**src/rtl/tlvav_pkg.sv**
```systemverilog
package tlvav_pkg;

   // Dictionary layout constants.
   localparam logic [2:0] HDR_LAST_IDX = 3'd6;   // seven header bytes, indices 0 to 6
   localparam logic [7:0] UINT_TYPE    = 8'd2;
   localparam logic [7:0] HOURS_MAX    = 8'd255;
   localparam logic [2:0] VALUE_KEEP   = 3'd4;   // value bytes kept in the accumulator

   // Queue geometry shared by the request and result queues.
   localparam int Q_DEPTH = 2;
   localparam int Q_PTR_W = 1;
   localparam int Q_CNT_W = 2;

   // Configuration port.
   localparam int CSR_INDEX_W = 3;

   typedef enum logic [CSR_INDEX_W-1:0] {
      REG_VERSION_KEY    = 3'd0,
      REG_CAPABILITY_KEY = 3'd1,
      REG_HOURS_KEY      = 3'd2,
      REG_EXPECTED_VER   = 3'd3,
      REG_ALLOWED_CAPS   = 3'd4
   } csr_reg_type;

   // Classified request as it travels from the front to the parser.
   typedef enum logic {
      OP_BYTE = 1'b0,
      OP_END  = 1'b1
   } op_type;

   typedef struct packed {
      op_type     op;
      logic [7:0] data;
   } item_type;

   // One result of the identification check.
   typedef struct packed {
      logic        accepted;
      logic [7:0]  version_out;
      logic [31:0] capabilities_out;
      logic [7:0]  hours_out;
   } result_type;

endpackage

```
**src/rtl/tlvav_front.sv**
```systemverilog
module tlvav_front
   import tlvav_pkg::*;
(
   input  logic       clock,
   input  logic       reset,
   input  logic       push_i,
   input  logic       kind_i,
   input  logic [7:0] data_byte_i,
   output logic       full_o,
   output logic       item_valid_o,
   output item_type   item_o,
   input  logic       item_pop_i
);

   item_type               entry_ff [Q_DEPTH];
   logic [Q_PTR_W-1:0]     wr_ptr_ff, wr_ptr_in;
   logic [Q_PTR_W-1:0]     rd_ptr_ff, rd_ptr_in;
   logic [Q_CNT_W-1:0]     count_ff, count_in;
   item_type               item_in;
   logic                   do_push;
   logic                   do_pop;

   // Classify the incoming request: a data byte or the end of a dictionary.
   always_comb begin
      item_in.op   = kind_i ? OP_END : OP_BYTE;
      item_in.data = data_byte_i;
   end

   assign full_o       = (count_ff == Q_CNT_W'(Q_DEPTH));
   assign item_valid_o = (count_ff != '0);
   assign item_o       = entry_ff[rd_ptr_ff];
   assign do_push      = push_i && !full_o;
   assign do_pop       = item_pop_i && item_valid_o;

   // Pointer and fill count update.
   always_comb begin
      wr_ptr_in = do_push ? wr_ptr_ff + 1'b1 : wr_ptr_ff;
      rd_ptr_in = do_pop ? rd_ptr_ff + 1'b1 : rd_ptr_ff;
      count_in  = count_ff;
      if (do_push && !do_pop) begin
         count_in = count_ff + 1'b1;
      end else if (do_pop && !do_push) begin
         count_in = count_ff - 1'b1;
      end
   end

   always_ff @(posedge clock) begin
      if (reset) begin
         wr_ptr_ff <= '0;
         rd_ptr_ff <= '0;
         count_ff  <= '0;
      end else begin
         wr_ptr_ff <= wr_ptr_in;
         rd_ptr_ff <= rd_ptr_in;
         count_ff  <= count_in;
      end
   end

   // Queue storage holds payload only.
   always_ff @(posedge clock) begin
      if (do_push) begin
         entry_ff[wr_ptr_ff] <= item_in;
      end
   end

endmodule

```
**src/rtl/tlvav_rsp_fifo.sv**
```systemverilog
module tlvav_rsp_fifo
   import tlvav_pkg::*;
(
   input  logic       clock,
   input  logic       reset,
   input  logic       push_i,
   input  result_type result_i,
   output logic       full_o,
   output logic       empty_o,
   output result_type result_o,
   input  logic       pop_i
);

   result_type             entry_ff [Q_DEPTH];
   logic [Q_PTR_W-1:0]     wr_ptr_ff, wr_ptr_in;
   logic [Q_PTR_W-1:0]     rd_ptr_ff, rd_ptr_in;
   logic [Q_CNT_W-1:0]     count_ff, count_in;
   logic                   do_push;
   logic                   do_pop;

   assign full_o   = (count_ff == Q_CNT_W'(Q_DEPTH));
   assign empty_o  = (count_ff == '0);
   assign result_o = entry_ff[rd_ptr_ff];
   assign do_push  = push_i && !full_o;
   assign do_pop   = pop_i && !empty_o;

   // Pointer and fill count update.
   always_comb begin
      wr_ptr_in = do_push ? wr_ptr_ff + 1'b1 : wr_ptr_ff;
      rd_ptr_in = do_pop ? rd_ptr_ff + 1'b1 : rd_ptr_ff;
      count_in  = count_ff;
      if (do_push && !do_pop) begin
         count_in = count_ff + 1'b1;
      end else if (do_pop && !do_push) begin
         count_in = count_ff - 1'b1;
      end
   end

   always_ff @(posedge clock) begin
      if (reset) begin
         wr_ptr_ff <= '0;
         rd_ptr_ff <= '0;
         count_ff  <= '0;
      end else begin
         wr_ptr_ff <= wr_ptr_in;
         rd_ptr_ff <= rd_ptr_in;
         count_ff  <= count_in;
      end
   end

   always_ff @(posedge clock) begin
      if (do_push) begin
         entry_ff[wr_ptr_ff] <= result_i;
      end
   end

`ifndef ASSERT_OFF
   // The parser must hold back an end request while the result queue is full.
   a_no_push_when_full: assert property (@(posedge clock) disable iff (reset)
      push_i |-> !full_o)
      else $error("Result pushed into a full queue.");

   // A result that is popped leaves the queue one entry emptier unless one arrives.
   a_pop_drains: assert property (@(posedge clock) disable iff (reset)
      (do_pop && !do_push) |=> (count_ff == $past(count_ff) - 1'b1))
      else $error("Result queue count did not drop after a pop.");
`endif

endmodule

```
**src/rtl/tlvav_parser.sv**
```systemverilog
module tlvav_parser
   import tlvav_pkg::*;
(
   input  logic                   clock,
   input  logic                   reset,
   input  logic                   csr_write_i,
   input  logic [CSR_INDEX_W-1:0] csr_index_i,
   input  logic [31:0]            csr_data_i,
   input  logic                   item_valid_i,
   input  item_type               item_i,
   output logic                   item_pop_o,
   input  logic                   rsp_full_i,
   output logic                   rsp_push_o,
   output result_type             result_o
);

   typedef enum logic [3:0] {
      PH_COUNT  = 4'b0001,
      PH_HEADER = 4'b0010,
      PH_VALUE  = 4'b0100,
      PH_TAIL   = 4'b1000
   } phase_type;

   // Configuration registers.
   logic [31:0] version_key_ff, capability_key_ff, hours_key_ff;
   logic [31:0] expected_version_ff, allowed_caps_ff;

   // Parse state.
   phase_type   phase_ff, phase_in;
   logic [7:0]  tuples_left_ff, tuples_left_in;
   logic [2:0]  header_index_ff, header_index_in;
   logic [31:0] key_accum_ff, key_accum_in;
   logic [7:0]  type_ff, type_in;
   logic [15:0] value_length_ff, value_length_in;
   logic [15:0] bytes_left_ff, bytes_left_in;
   logic [2:0]  value_pos_ff, value_pos_in;
   logic [31:0] value_accum_ff, value_accum_in;
   logic        seen_version_ff, seen_version_in;
   logic        seen_caps_ff, seen_caps_in;
   logic [31:0] version_ff, version_in;
   logic [31:0] caps_ff, caps_in;
   logic [31:0] hours_ff, hours_in;
   logic        failed_ff, failed_in;

   logic        take;
   logic        is_end;
   logic [7:0]  b;
   logic        fin;
   logic [15:0] fin_len;
   logic        value_ok;
   logic        check_ok;

   assign is_end     = (item_i.op == OP_END);
   assign b          = item_i.data;
   assign take       = item_valid_i && (!is_end || !rsp_full_i);
   assign item_pop_o = take;
   assign rsp_push_o = take && is_end;

   // Identification checks on the collected values, used at the end request.
   always_comb begin
      check_ok = !failed_ff && (phase_ff == PH_TAIL) &&
                 seen_version_ff && (version_ff == expected_version_ff) &&
                 seen_caps_ff && (caps_ff != '0) &&
                 ((caps_ff & ~allowed_caps_ff) == '0);
      result_o = '0;
      if (check_ok) begin
         result_o.accepted         = 1'b1;
         result_o.version_out      = version_ff[7:0];
         result_o.capabilities_out = caps_ff;
         result_o.hours_out        = (hours_ff[31:8] != '0) ? HOURS_MAX : hours_ff[7:0];
      end
   end

   // Byte parser: header assembly, value collection and tuple completion.
   always_comb begin
      phase_in        = phase_ff;
      tuples_left_in  = tuples_left_ff;
      header_index_in = header_index_ff;
      key_accum_in    = key_accum_ff;
      type_in         = type_ff;
      value_length_in = value_length_ff;
      bytes_left_in   = bytes_left_ff;
      value_pos_in    = value_pos_ff;
      value_accum_in  = value_accum_ff;
      seen_version_in = seen_version_ff;
      seen_caps_in    = seen_caps_ff;
      version_in      = version_ff;
      caps_in         = caps_ff;
      hours_in        = hours_ff;
      failed_in       = failed_ff;
      fin             = 1'b0;
      fin_len         = value_length_ff;
      value_ok        = 1'b0;

      if (take && is_end) begin
         // The end request closes the dictionary and clears all parse state.
         phase_in        = PH_COUNT;
         tuples_left_in  = '0;
         header_index_in = '0;
         key_accum_in    = '0;
         type_in         = '0;
         value_length_in = '0;
         bytes_left_in   = '0;
         value_pos_in    = '0;
         value_accum_in  = '0;
         seen_version_in = 1'b0;
         seen_caps_in    = 1'b0;
         version_in      = '0;
         caps_in         = '0;
         hours_in        = '0;
         failed_in       = 1'b0;
      end else if (take && !failed_ff) begin
         unique case (phase_ff)
            PH_COUNT: begin
               tuples_left_in  = b;
               header_index_in = '0;
               key_accum_in    = '0;
               phase_in        = (b == '0) ? PH_TAIL : PH_HEADER;
            end
            PH_HEADER: begin
               if (header_index_ff[2] == 1'b0) begin
                  key_accum_in = key_accum_ff |
                                 ({24'h0, b} << {header_index_ff[1:0], 3'b000});
               end else if (header_index_ff == 3'd4) begin
                  type_in = b;
               end else if (header_index_ff == 3'd5) begin
                  value_length_in = {8'h00, b};
               end else begin
                  value_length_in = value_length_ff | {b, 8'h00};
               end
               if (header_index_ff != HDR_LAST_IDX) begin
                  header_index_in = header_index_ff + 1'b1;
               end else begin
                  bytes_left_in  = value_length_in;
                  value_accum_in = '0;
                  value_pos_in   = '0;
                  fin_len        = value_length_in;
                  if (value_length_in == '0) begin
                     fin = 1'b1;
                  end else begin
                     phase_in = PH_VALUE;
                  end
               end
            end
            PH_VALUE: begin
               if (value_pos_ff != VALUE_KEEP) begin
                  value_accum_in = value_accum_ff |
                                   ({24'h0, b} << {value_pos_ff[1:0], 3'b000});
                  value_pos_in   = value_pos_ff + 1'b1;
               end
               bytes_left_in = bytes_left_ff - 1'b1;
               if (bytes_left_ff == 16'd1) begin
                  fin = 1'b1;
               end
            end
            PH_TAIL: begin
            end
            default: begin
            end
         endcase

         // Tuple completion: store a well-formed value under a configured key, or flag a malformed one.
         if (fin) begin
            value_ok = (type_ff == UINT_TYPE) &&
                       (fin_len == 16'd1 || fin_len == 16'd2 || fin_len == 16'd4);
            if (key_accum_ff == version_key_ff) begin
               if (value_ok) begin
                  version_in      = value_accum_in;
                  seen_version_in = 1'b1;
               end else begin
                  failed_in = 1'b1;
               end
            end else if (key_accum_ff == capability_key_ff) begin
               if (value_ok) begin
                  caps_in      = value_accum_in;
                  seen_caps_in = 1'b1;
               end else begin
                  failed_in = 1'b1;
               end
            end else if (key_accum_ff == hours_key_ff) begin
               if (value_ok) begin
                  hours_in = value_accum_in;
               end else begin
                  failed_in = 1'b1;
               end
            end
            tuples_left_in  = tuples_left_ff - 1'b1;
            header_index_in = '0;
            key_accum_in    = '0;
            value_accum_in  = '0;
            phase_in        = (tuples_left_ff == 8'd1) ? PH_TAIL : PH_HEADER;
         end
      end
   end

   // Configuration writes.
   always_ff @(posedge clock) begin
      if (reset) begin
         version_key_ff      <= 32'd0;
         capability_key_ff   <= 32'd1;
         hours_key_ff        <= 32'd2;
         expected_version_ff <= 32'd1;
         allowed_caps_ff     <= 32'd63;
      end else if (csr_write_i) begin
         unique case (csr_index_i)
            REG_VERSION_KEY:    version_key_ff      <= csr_data_i;
            REG_CAPABILITY_KEY: capability_key_ff   <= csr_data_i;
            REG_HOURS_KEY:      hours_key_ff        <= csr_data_i;
            REG_EXPECTED_VER:   expected_version_ff <= csr_data_i;
            REG_ALLOWED_CAPS:   allowed_caps_ff     <= csr_data_i;
            default: begin
            end
         endcase
      end
   end

   // Parse state registers.
   always_ff @(posedge clock) begin
      if (reset) begin
         phase_ff        <= PH_COUNT;
         tuples_left_ff  <= '0;
         header_index_ff <= '0;
         key_accum_ff    <= '0;
         type_ff         <= '0;
         value_length_ff <= '0;
         bytes_left_ff   <= '0;
         value_pos_ff    <= '0;
         value_accum_ff  <= '0;
         seen_version_ff <= 1'b0;
         seen_caps_ff    <= 1'b0;
         version_ff      <= '0;
         caps_ff         <= '0;
         hours_ff        <= '0;
         failed_ff       <= 1'b0;
      end else begin
         phase_ff        <= phase_in;
         tuples_left_ff  <= tuples_left_in;
         header_index_ff <= header_index_in;
         key_accum_ff    <= key_accum_in;
         type_ff         <= type_in;
         value_length_ff <= value_length_in;
         bytes_left_ff   <= bytes_left_in;
         value_pos_ff    <= value_pos_in;
         value_accum_ff  <= value_accum_in;
         seen_version_ff <= seen_version_in;
         seen_caps_ff    <= seen_caps_in;
         version_ff      <= version_in;
         caps_ff         <= caps_in;
         hours_ff        <= hours_in;
         failed_ff       <= failed_in;
      end
   end

`ifndef ASSERT_OFF
   // Once a malformed value is seen, data bytes no longer move the parser.
   a_failed_holds: assert property (@(posedge clock) disable iff (reset)
      (failed_ff && take && !is_end) |=> ($stable(phase_ff) && failed_ff))
      else $error("Parser advanced after a sticky failure.");

   // While collecting a value there is always at least one byte outstanding.
   a_value_left: assert property (@(posedge clock) disable iff (reset)
      (phase_ff == PH_VALUE) |-> (bytes_left_ff != '0))
      else $error("Value phase with no bytes left.");

   // An end request leaves the parser waiting for a fresh count byte.
   a_end_clears: assert property (@(posedge clock) disable iff (reset)
      (take && is_end) |=> (phase_ff == PH_COUNT && !failed_ff && !seen_version_ff))
      else $error("Parse state not cleared after an end request.");
`endif

endmodule

```
**src/rtl/tlv_announce_validator_top.sv**
```systemverilog
// Identification checker for a serialised tuple dictionary fed one byte per request
// (req_kind low) and closed by an end request (req_kind high), which yields exactly
// one result; data bytes yield none. Both sides behave as queues: a request is
// taken when push is high and full is low, and a result is taken when pop is high
// and empty is low. The block sustains one request per clock cycle: a two-entry
// request queue feeds a parser that consumes one byte each cycle, and when the parser
// takes an end request it writes the result into the result queue, whose head drives
// the result ports. Only an end request can stall the parser, and only while the
// two-entry result queue is full. The configuration registers are always ready and
// should be written while no dictionary is in flight.
module tlv_announce_validator_top
   import tlvav_pkg::*;
(
   input  logic                   clock,
   input  logic                   reset,
   input  logic                   push,
   output logic                   full,
   input  logic                   req_kind,
   input  logic [7:0]             req_data_byte,
   output logic                   empty,
   input  logic                   pop,
   output logic                   rsp_accepted,
   output logic [7:0]             rsp_version_out,
   output logic [31:0]            rsp_capabilities_out,
   output logic [7:0]             rsp_hours_out,
   input  logic                   csr_valid,
   output logic                   csr_ready,
   input  logic [CSR_INDEX_W-1:0] csr_index,
   input  logic [31:0]            csr_data
);

   logic       item_valid;
   item_type   item;
   logic       item_pop;
   logic       rsp_full;
   logic       rsp_push;
   result_type result_new;
   result_type result_head;

   assign csr_ready = 1'b1;

   // Front: takes and classifies requests.
   tlvav_front u_front (
      .clock        (clock),
      .reset        (reset),
      .push_i       (push),
      .kind_i       (req_kind),
      .data_byte_i  (req_data_byte),
      .full_o       (full),
      .item_valid_o (item_valid),
      .item_o       (item),
      .item_pop_i   (item_pop)
   );

   // Back: parses the dictionary and runs the checks.
   tlvav_parser u_parser (
      .clock        (clock),
      .reset        (reset),
      .csr_write_i  (csr_valid && csr_ready),
      .csr_index_i  (csr_index),
      .csr_data_i   (csr_data),
      .item_valid_i (item_valid),
      .item_i       (item),
      .item_pop_o   (item_pop),
      .rsp_full_i   (rsp_full),
      .rsp_push_o   (rsp_push),
      .result_o     (result_new)
   );

   // Results wait here until they are popped.
   tlvav_rsp_fifo u_rsp_fifo (
      .clock    (clock),
      .reset    (reset),
      .push_i   (rsp_push),
      .result_i (result_new),
      .full_o   (rsp_full),
      .empty_o  (empty),
      .result_o (result_head),
      .pop_i    (pop)
   );

   assign rsp_accepted         = result_head.accepted;
   assign rsp_version_out      = result_head.version_out;
   assign rsp_capabilities_out = result_head.capabilities_out;
   assign rsp_hours_out        = result_head.hours_out;

endmodule

```
**config.mk**
```make
export PLATFORM = sky130hd
export DESIGN_NAME = tlv_announce_validator_top
export DESIGN_NICKNAME = d
export VERILOG_FILES = /design/src/rtl/tlvav_pkg.sv /design/src/rtl/tlvav_front.sv /design/src/rtl/tlvav_rsp_fifo.sv /design/src/rtl/tlvav_parser.sv /design/src/rtl/tlv_announce_validator_top.sv
export SDC_FILE = /design/constraint.sdc
export NUM_CORES = 1
export LEC_CHECK = 0
export BUFFER_PORTS_ARGS = -buffer_cell sky130_fd_sc_hd__buf_4
export CORE_UTILIZATION = 50
export DETAILED_ROUTE_END_ITERATION = 8
export MAX_ROUTING_LAYER = met4
export PLACE_DENSITY = 0.73
export SLEW_MARGIN = 25
export SYNTH_ARGS = -nofsm -noshare
export SYNTH_HDL_FRONTEND = slang
export SYNTH_SLANG_ARGS = --single-unit
export TNS_END_PERCENT = 5
```
**constraint.sdc**
```tcl
create_clock -name clock -period 7 [get_ports clock]
set_clock_uncertainty 0.2 [all_clocks]
set_input_delay 0.7 -clock clock [delete_from_list [all_inputs] [get_ports clock]]
set_output_delay 0.7 -clock clock [all_outputs]
set_load 0.1 [all_outputs]
```
==> results_dict.tcl, run 1 <==
set metrics [dict create \
    synth_flop_cell "sky130_fd_sc_hd__dfxtp_1" \
    syn-mean-instance-area_um2 9.27 \
    timing.critical_path.to_type "register" \
    core_um2 43000 \
    slew-limit-headroom 0.208 \
    portBuffers 99 \
    worst-path-max-fanout 26 \
    initial_core_util 0.506 \
    final_nets 2449 \
    drt-total-wl_um 62900 \
    hold_buffers 0 \
    die_height_um 211 \
    final_common_cell "sky130_fd_sc_hd__nand2_1" \
    worst_ep_arrival_time_ns 4.82 \
    grt_max_degree 88 \
    setup_total_negative_slack_ns 0 \
    cts_resized 0 \
    final_count_of_hold_timing_violations 0 \
    cts.clk_slew.worst_paths_ns 0.06 \
    drt_pass_1_iters 8 \
    slowest_stage "sky130_fd_sc_hd__o211ai_1" \
    fillerInstances 3816 \
    clock_sinks 507 \
    status "finished clean" \
    worst_ep_required_time_ns 7.23 \
    total_overflow_reported_by_the_global_router 0 \
    drv.max_cap_violation_count 0 \
    startpoint_type "register" \
    grt_setup_unrepaired "false" \
    avgRoutedWirePerCell_um 20.9 \
    post_cts.repair.setup_buffers 0 \
    cp_cell_sequence "inv_1, ha_1, and3b_1, mux2i_1, o2111ai_1, o41a_1, o211ai_1, nor2_1" \
    timing.hold.ws_ns 0.0924 \
    via_count_of_the_first_global_routing_pass 16500 \
    cpPeakStageDelay_ns 0.92 \
    timing_worst_slew_pin_value_ns 1.18 \
    report.final.setup_viol 0 \
    power_density_nw_per_um2 344 \
    drt.antenna.violating_nets 0 \
    synth.yosys.seq_area_share 0.520 \
    final_layout_size_suffix_gt1_frac 0.121 \
    detailedRoute.firstIterationViolations 1738 \
    synth-edff-count 116 \
    clk_root_buffer_cell "sky130_fd_sc_hd__clkbuf_16" \
    maxClockFrequency_mhz 218 \
    p_leak_uw 0.00907 \
    synthesis.yosys.warnings 0 \
    cts_max_path_buffers 3 \
    regArea_um2 11300 \
    final.period_utilization 0.656 \
    vdd_drop_max_mv 0.437 \
    dpl.hpwl_um 43000 \
    postSynthNetCount 2408 \
    htree_levels 2 \
    grt_first_pass_wirelength_um 96100 \
    clk-insertion-delay-late_ns 0.60 \
    holdCritPathClass "input port to register" \
    postSynthCellCount 2347 \
    synth_area_um2 21800 \
    drt-vias-per-instance 5.85 \
    vias 17600 \
    drc 0 \
    tritoncts "built" \
    die_x_um 211 \
    fp.dieArea_um2 44400 \
    layout_min_cycle_time_ns 4.59 \
    multi_input_area_um2 9670 \
    floorplan.io_pins 101 \
    asyncSetResetFlopFracSynth 0 \
    yosys_register_bits 507 \
    antenna_found_initial 0 \
    flow.area_growth_from_synthesis_pct 13.0 \
    cts_buffers 52 \
    timing_worst_setup_path_type "register to register" \
    num_antenna_cells 0 \
    highest_count_cells_in_the_layout_ignoring_fill_and_taps "sky130_fd_sc_hd__nand2_1, sky130_fd_sc_hd__dfxtp_1, sky130_fd_sc_hd__a21oi_1" \
    drv_slew 0 \
    total_global_route_track_usage 0.289 \
    place_congestion 0.932 \
    num_rows 76 \
    distinct_cell_type_count_of_the_synthesized_netlist 74 \
]
==> per-layer routing <==
layer	routed length [µm]	global-route usage	part of all wire	up-vias
met5	0	-	0	-
met4	2390	0.110	0.038	0
met3	4500	0.0424	0.072	160
met2	28800	0.441	0.46	747
met1	27200	0.389	0.43	8498
li1	-	-	-	8233
==> cells in the mapped netlist (5+ instances only) <==
cell type,n,area share
sky130_fd_sc_hd__and2_1,26,0.0075
sky130_fd_sc_hd__nor4_1,57,0.016
sky130_fd_sc_hd__edfxtp_1,116,0.16
sky130_fd_sc_hd__nand3b_1,12,0.0041
sky130_fd_sc_hd__clkbuf_1,110,0.019
sky130_fd_sc_hd__a211oi_1,15,0.0052
sky130_fd_sc_hd__xor2_1,83,0.033
sky130_fd_sc_hd__nand4_1,26,0.0075
sky130_fd_sc_hd__ha_1,12,0.0069
sky130_fd_sc_hd__a221oi_1,12,0.0048
sky130_fd_sc_hd__buf_1,8,0.0014
sky130_fd_sc_hd__o21a_1,15,0.0052
sky130_fd_sc_hd__a21oi_1,234,0.054
sky130_fd_sc_hd__buf_4,9,0.0031
sky130_fd_sc_hd__and3_1,5,0.0014
sky130_fd_sc_hd__o2bb2ai_1,16,0.0064
sky130_fd_sc_hd__inv_1,65,0.011
sky130_fd_sc_hd__mux2_2,58,0.030
sky130_fd_sc_hd__nor4b_1,5,0.0020
sky130_fd_sc_hd__nand2b_1,5,0.0014
sky130_fd_sc_hd__nand2_1,494,0.085
sky130_fd_sc_hd__xnor2_1,40,0.016
sky130_fd_sc_hd__nand3_1,25,0.0057
sky130_fd_sc_hd__mux2i_1,110,0.051
sky130_fd_sc_hd__or4_1,5,0.0017
sky130_fd_sc_hd__a22o_1,9,0.0036
sky130_fd_sc_hd__o21ai_0,72,0.017
sky130_fd_sc_hd__o22ai_1,15,0.0043
sky130_fd_sc_hd__a22oi_1,25,0.0086
sky130_fd_sc_hd__or3_1,6,0.0017
sky130_fd_sc_hd__dfxtp_1,391,0.36
sky130_fd_sc_hd__nor3_1,24,0.0055
sky130_fd_sc_hd__buf_2,9,0.0021
sky130_fd_sc_hd__nor2_1,158,0.027
sky130_fd_sc_hd__a31oi_1,6,0.0017
==> cells by family after synthesis <==
logic type | after synthesis | synth area share
adders and majority gates | 12 | 0.00690
DFF | 507 | 0.520
and+or+nand+nor | 872 | 0.177
other | 1 | 0.000172
AOI/OAI and AO/OA | 456 | 0.126
xor gates and xnor gates | 123 | 0.0495
muxes | 171 | 0.0826
buffers and inverters | 205 | 0.0388
==> flip-flops by register name (all words and copies together), names as in the netlist, 4 cells and up, named ones only <==
name / flops
u_parser.version_ff: 32
u_parser.caps_ff: 32
u_parser.capability_key_ff: 32
u_front.entry_ff: 18
u_parser.hours_ff: 32
u_parser.version_key_ff: 32
u_parser.expected_version_ff: 32
u_parser.allowed_caps_ff: 32
u_parser.phase_ff: 4
u_parser.hours_key_ff: 32
u_parser.key_accum_ff: 32
u_parser.bytes_left_ff: 16
u_rsp_fifo.entry_ff: 98
u_parser.value_length_ff: 16
u_parser.value_accum_ff: 32
u_parser.type_ff: 8
u_parser.tuples_left_ff: 8
==> layout make-up <==
cell class,instances,area share
clock buffers,75,0.0601
clock inverters,20,0.00773
inverters,65,0.00992
multi-input cells,1635,0.393
flip-flops and latches,507,0.460
well taps,585,0.0298
repair buffers,127,0.0398
==> path summary, 6_finish.rpt <==
kind                                      from                      endpoint  slack [ns]  depth (start not counted)
setup / recovery   u_parser.header_index_ff[0]   u_parser.value_accum_ff[30]        2.41                          8
hold / removal                req_data_byte[5]        u_front.entry_ff[0][5]        0.09                          1
setup reg to reg   u_parser.header_index_ff[0]   u_parser.value_accum_ff[30]        2.41                          8
hold reg to reg   u_parser.allowed_caps_ff[14]  u_parser.allowed_caps_ff[14]        0.26                          2
==> critical path, delay by kind of cell (launching register included) <==
family | cells | cell delay [ns]
buf+inv | 1 | 0.17
compound gates | 3 | 1.96
flops | 1 | 0.46
fa+ha+maj | 1 | 0.28
simple gates | 2 | 0.91
mux | 1 | 0.44
==> power breakdown <==
part	switching [µW]	total, µW	internal [µW]
Sequential	118	3330	3210
Combinational	1840	2410	563
Clock	1150	2730	1570
Total	3110	8460	5350
==> metrics by stage <==
| stage | utilization | std cells | power [µW] | area, µm² | setup slack (ns) |
|---|---|---|---|---|---|
| final | 0.572 | 3014 | 8460 | 24600 | 2.41 |
| after global placement | 0.532 | 2917 | 5740 | 22900 | 2.71 |
| after CTS | 0.571 | 3012 | 8480 | 24500 | 2.50 |
| after detailed placement | 0.532 | 2917 | 5770 | 22900 | 2.51 |
| after global routing | 0.572 | 3014 | 8750 | 24600 | 2.02 |
| after floorplan | - | 2347 | 5170 | 21800 | 0.757 |
Power figures use the tool's default switching activity.
==> inputs of run 2 (changes only) <==
==> constraint.sdc (replaced) <==
create_clock -name clock -period 4.8 [get_ports clock]
set_clock_uncertainty 0.2 [all_clocks]
set_input_delay 0.48 -clock clock [delete_from_list [all_inputs] [get_ports clock]]
set_output_delay 0.48 -clock clock [all_outputs]
set_load 0.1 [all_outputs]
==> results_dict.tcl, run 2 (synthesis results as in run 1) <==
set metrics [dict create \
    final_nets 2501 \
    worstHoldStart "push" \
    largest_register_ffs 98 \
    die_x_um 211 \
    timing.critical_path.to_type "register" \
    total_overflow_reported_by_the_global_router 0 \
    final_layout_size_suffix_gt1_frac 0.123 \
    floorplan.io_pins 101 \
    worst_ep_arrival_time_ns 4.39 \
    total_global_route_track_usage 0.291 \
    drt_pass_1_iters 7 \
    die_height_um 211 \
    worst_ep_required_time_ns 5.05 \
    num_antenna_cells 0 \
    internal-power_uw 7790 \
    critical_path_start "u_parser.header_index_ff[0]" \
    cts.clk_slew.worst_paths_ns 0.07 \
    timing.critical_path.max_delay_family "compound AO/OA/AOI/OAI gates" \
    drt.antenna.violating_nets 0 \
    drv.max_cap_violation_count 0 \
    vias 17700 \
    timing_worst_setup_path_type "register to register" \
    initial_core_util 0.506 \
    cpPeakStageDelay_ns 0.77 \
    timing_worst_slew_pin_value_ns 1.17 \
    slew-limit-headroom 0.215 \
    p_leak_uw 0.00928 \
    numPlacedInstances 2932 \
    launch_point_of_the_worst_reg_to_reg_path "u_parser.header_index_ff[0]" \
    num_rows 76 \
    final_count_of_hold_timing_violations 0 \
    cts_buffers 50 \
    registers.top_by_ff_count "u_rsp_fifo.entry_ff" \
    layout_min_cycle_time_ns 4.14 \
    drt-total-wl_um 63500 \
    clock_sinks 507 \
    place_congestion 0.958 \
    power_density_nw_per_um2 493 \
    htree_levels 2 \
    grt_max_degree 89 \
    antenna_found_initial 0 \
    drv_slew 0 \
    status "finished clean" \
    drt-vias-per-instance 5.78 \
    via_count_of_the_first_global_routing_pass 16700 \
    holdCritPathClass "input port to register" \
    power_switching_uw 4570 \
    maxClockFrequency_mhz 242 \
    startpoint_type "register" \
    post-layout-total-power_uw 12400 \
    vdd_drop_max_mv 0.583 \
    avgRoutedWirePerCell_um 20.7 \
    final_common_cell "sky130_fd_sc_hd__nand2_1" \
    final_design_area_no_fill_um2 25100 \
    clock_power_share 0.319 \
    highest_count_cells_in_the_layout_ignoring_fill_and_taps "sky130_fd_sc_hd__nand2_1, sky130_fd_sc_hd__dfxtp_1, sky130_fd_sc_hd__a21oi_1" \
    netSwitchingFraction 0.370 \
    setup_total_negative_slack_ns 0 \
    drc 0 \
    grt_first_pass_wirelength_um 96900 \
    placedInstanceArea_um2 23000 \
    final.period_utilization 0.862 \
    timing.hold.ws_ns 0.0834 \
    instances_no_fill 3067 \
    grt_setup_unrepaired "false" \
    core_um2 43000 \
    report.final.setup_viol 0 \
    clk-insertion-delay-late_ns 0.62 \
    critical_path_buf_inv_count 1 \
    tritoncts "built" \
    comb_power_share 0.289 \
    detailedRoute.firstIterationViolations 1682 \
    flow.area_growth_from_synthesis_pct 15.3 \
    fp.dieArea_um2 44400 \
    clk_root_buffer_cell "sky130_fd_sc_hd__clkbuf_16" \
    dpl.hpwl_um 43600 \
    sequentialPowerShare 0.392 \
    cp_cell_sequence "inv_1, ha_1, and3b_1, mux2i_1, o2111ai_1, o41a_1, o21ai_2, nor2_1" \
    slowest_stage "sky130_fd_sc_hd__o41a_1" \
    worst-path-max-fanout 26 \
    portBuffers 99 \
    cts_max_path_buffers 3 \
]
==> run 2: changes by cell type in the layout (fill, tap and decap cells not counted), sizes merged <==
cell	delta
dlygate4sd3	+41
buf	+13
clkinv	-5
clkinvlp	+4
bufinv	-1
inv	+1
==> run 2: worst paths after layout <==
path,end,slack [ns],cells after the start
max,u_parser.value_accum_ff[27],0.66,8
min,u_front.wr_ptr_ff,0.08,4
max reg2reg,u_parser.value_accum_ff[27],0.66,8
min reg2reg,u_parser.expected_version_ff[3],0.26,2
==> run 2: final cells by class <==
| cell class | instances | area, µm² |
|---|---|---|
| Inverter | 65 | 244 |
| Clock buffer | 75 | 1470 |
| Tap cell | 585 | 732 |
| Sequential cell | 507 | 11300 |
| Fill cell | 3762 | 17900 |
| Timing Repair Buffer | 181 | 1470 |
| Multi-Input combinational cell | 1635 | 9660 |
| Clock inverter | 19 | 208 |
==> run 2: repair_timing <==
item,4_1_cts,5_1_grt
endpoints found under the setup margin,0,0
endpoints found under the hold margin,176,0
setup buffers,0,0
hold buffers,41,0
resized for setup,0,0
==> run 2: through the flow <==
step,setup slack (ns),utilization
6_report,0.661,0.584
2_1_floorplan,0.607,-
3_5_place_dp,0.782,0.535
3_3_place_gp,0.910,0.535
5_1_grt,0.370,0.584
4_1_cts,0.747,0.584
==> run 2: worst reg2reg max path, cell delays in order (launching register included) <==
cell                        delay (ns)
sky130_fd_sc_hd__dfxtp_1          0.47
sky130_fd_sc_hd__inv_1            0.17
sky130_fd_sc_hd__ha_1             0.27
sky130_fd_sc_hd__and3b_1          0.48
sky130_fd_sc_hd__mux2i_1          0.46
sky130_fd_sc_hd__o2111ai_1        0.27
sky130_fd_sc_hd__o41a_1           0.77
sky130_fd_sc_hd__o21ai_2          0.77
sky130_fd_sc_hd__nor2_1           0.13
==> run 2: power by group through the flow <==
stage	Sequential, µW	Clock, µW	Combinational (µW)
after floorplan	4880	0	2660
after detailed placement	4930	0	3510
after global routing	4870	4160	3730
after CTS	4840	4000	3550
final	4840	3950	3570
after global placement	4910	0	3490
==> run 2: routing by layer <==
layer / GRT usage / wire, µm / vias up
met5: - / 0 / -
met4: 0.112 / 2420 / 0
met3: 0.0349 / 4040 / 160
met2: 0.458 / 29400 / 678
met1: 0.385 / 27600 / 8540
li1: - / - / 8337
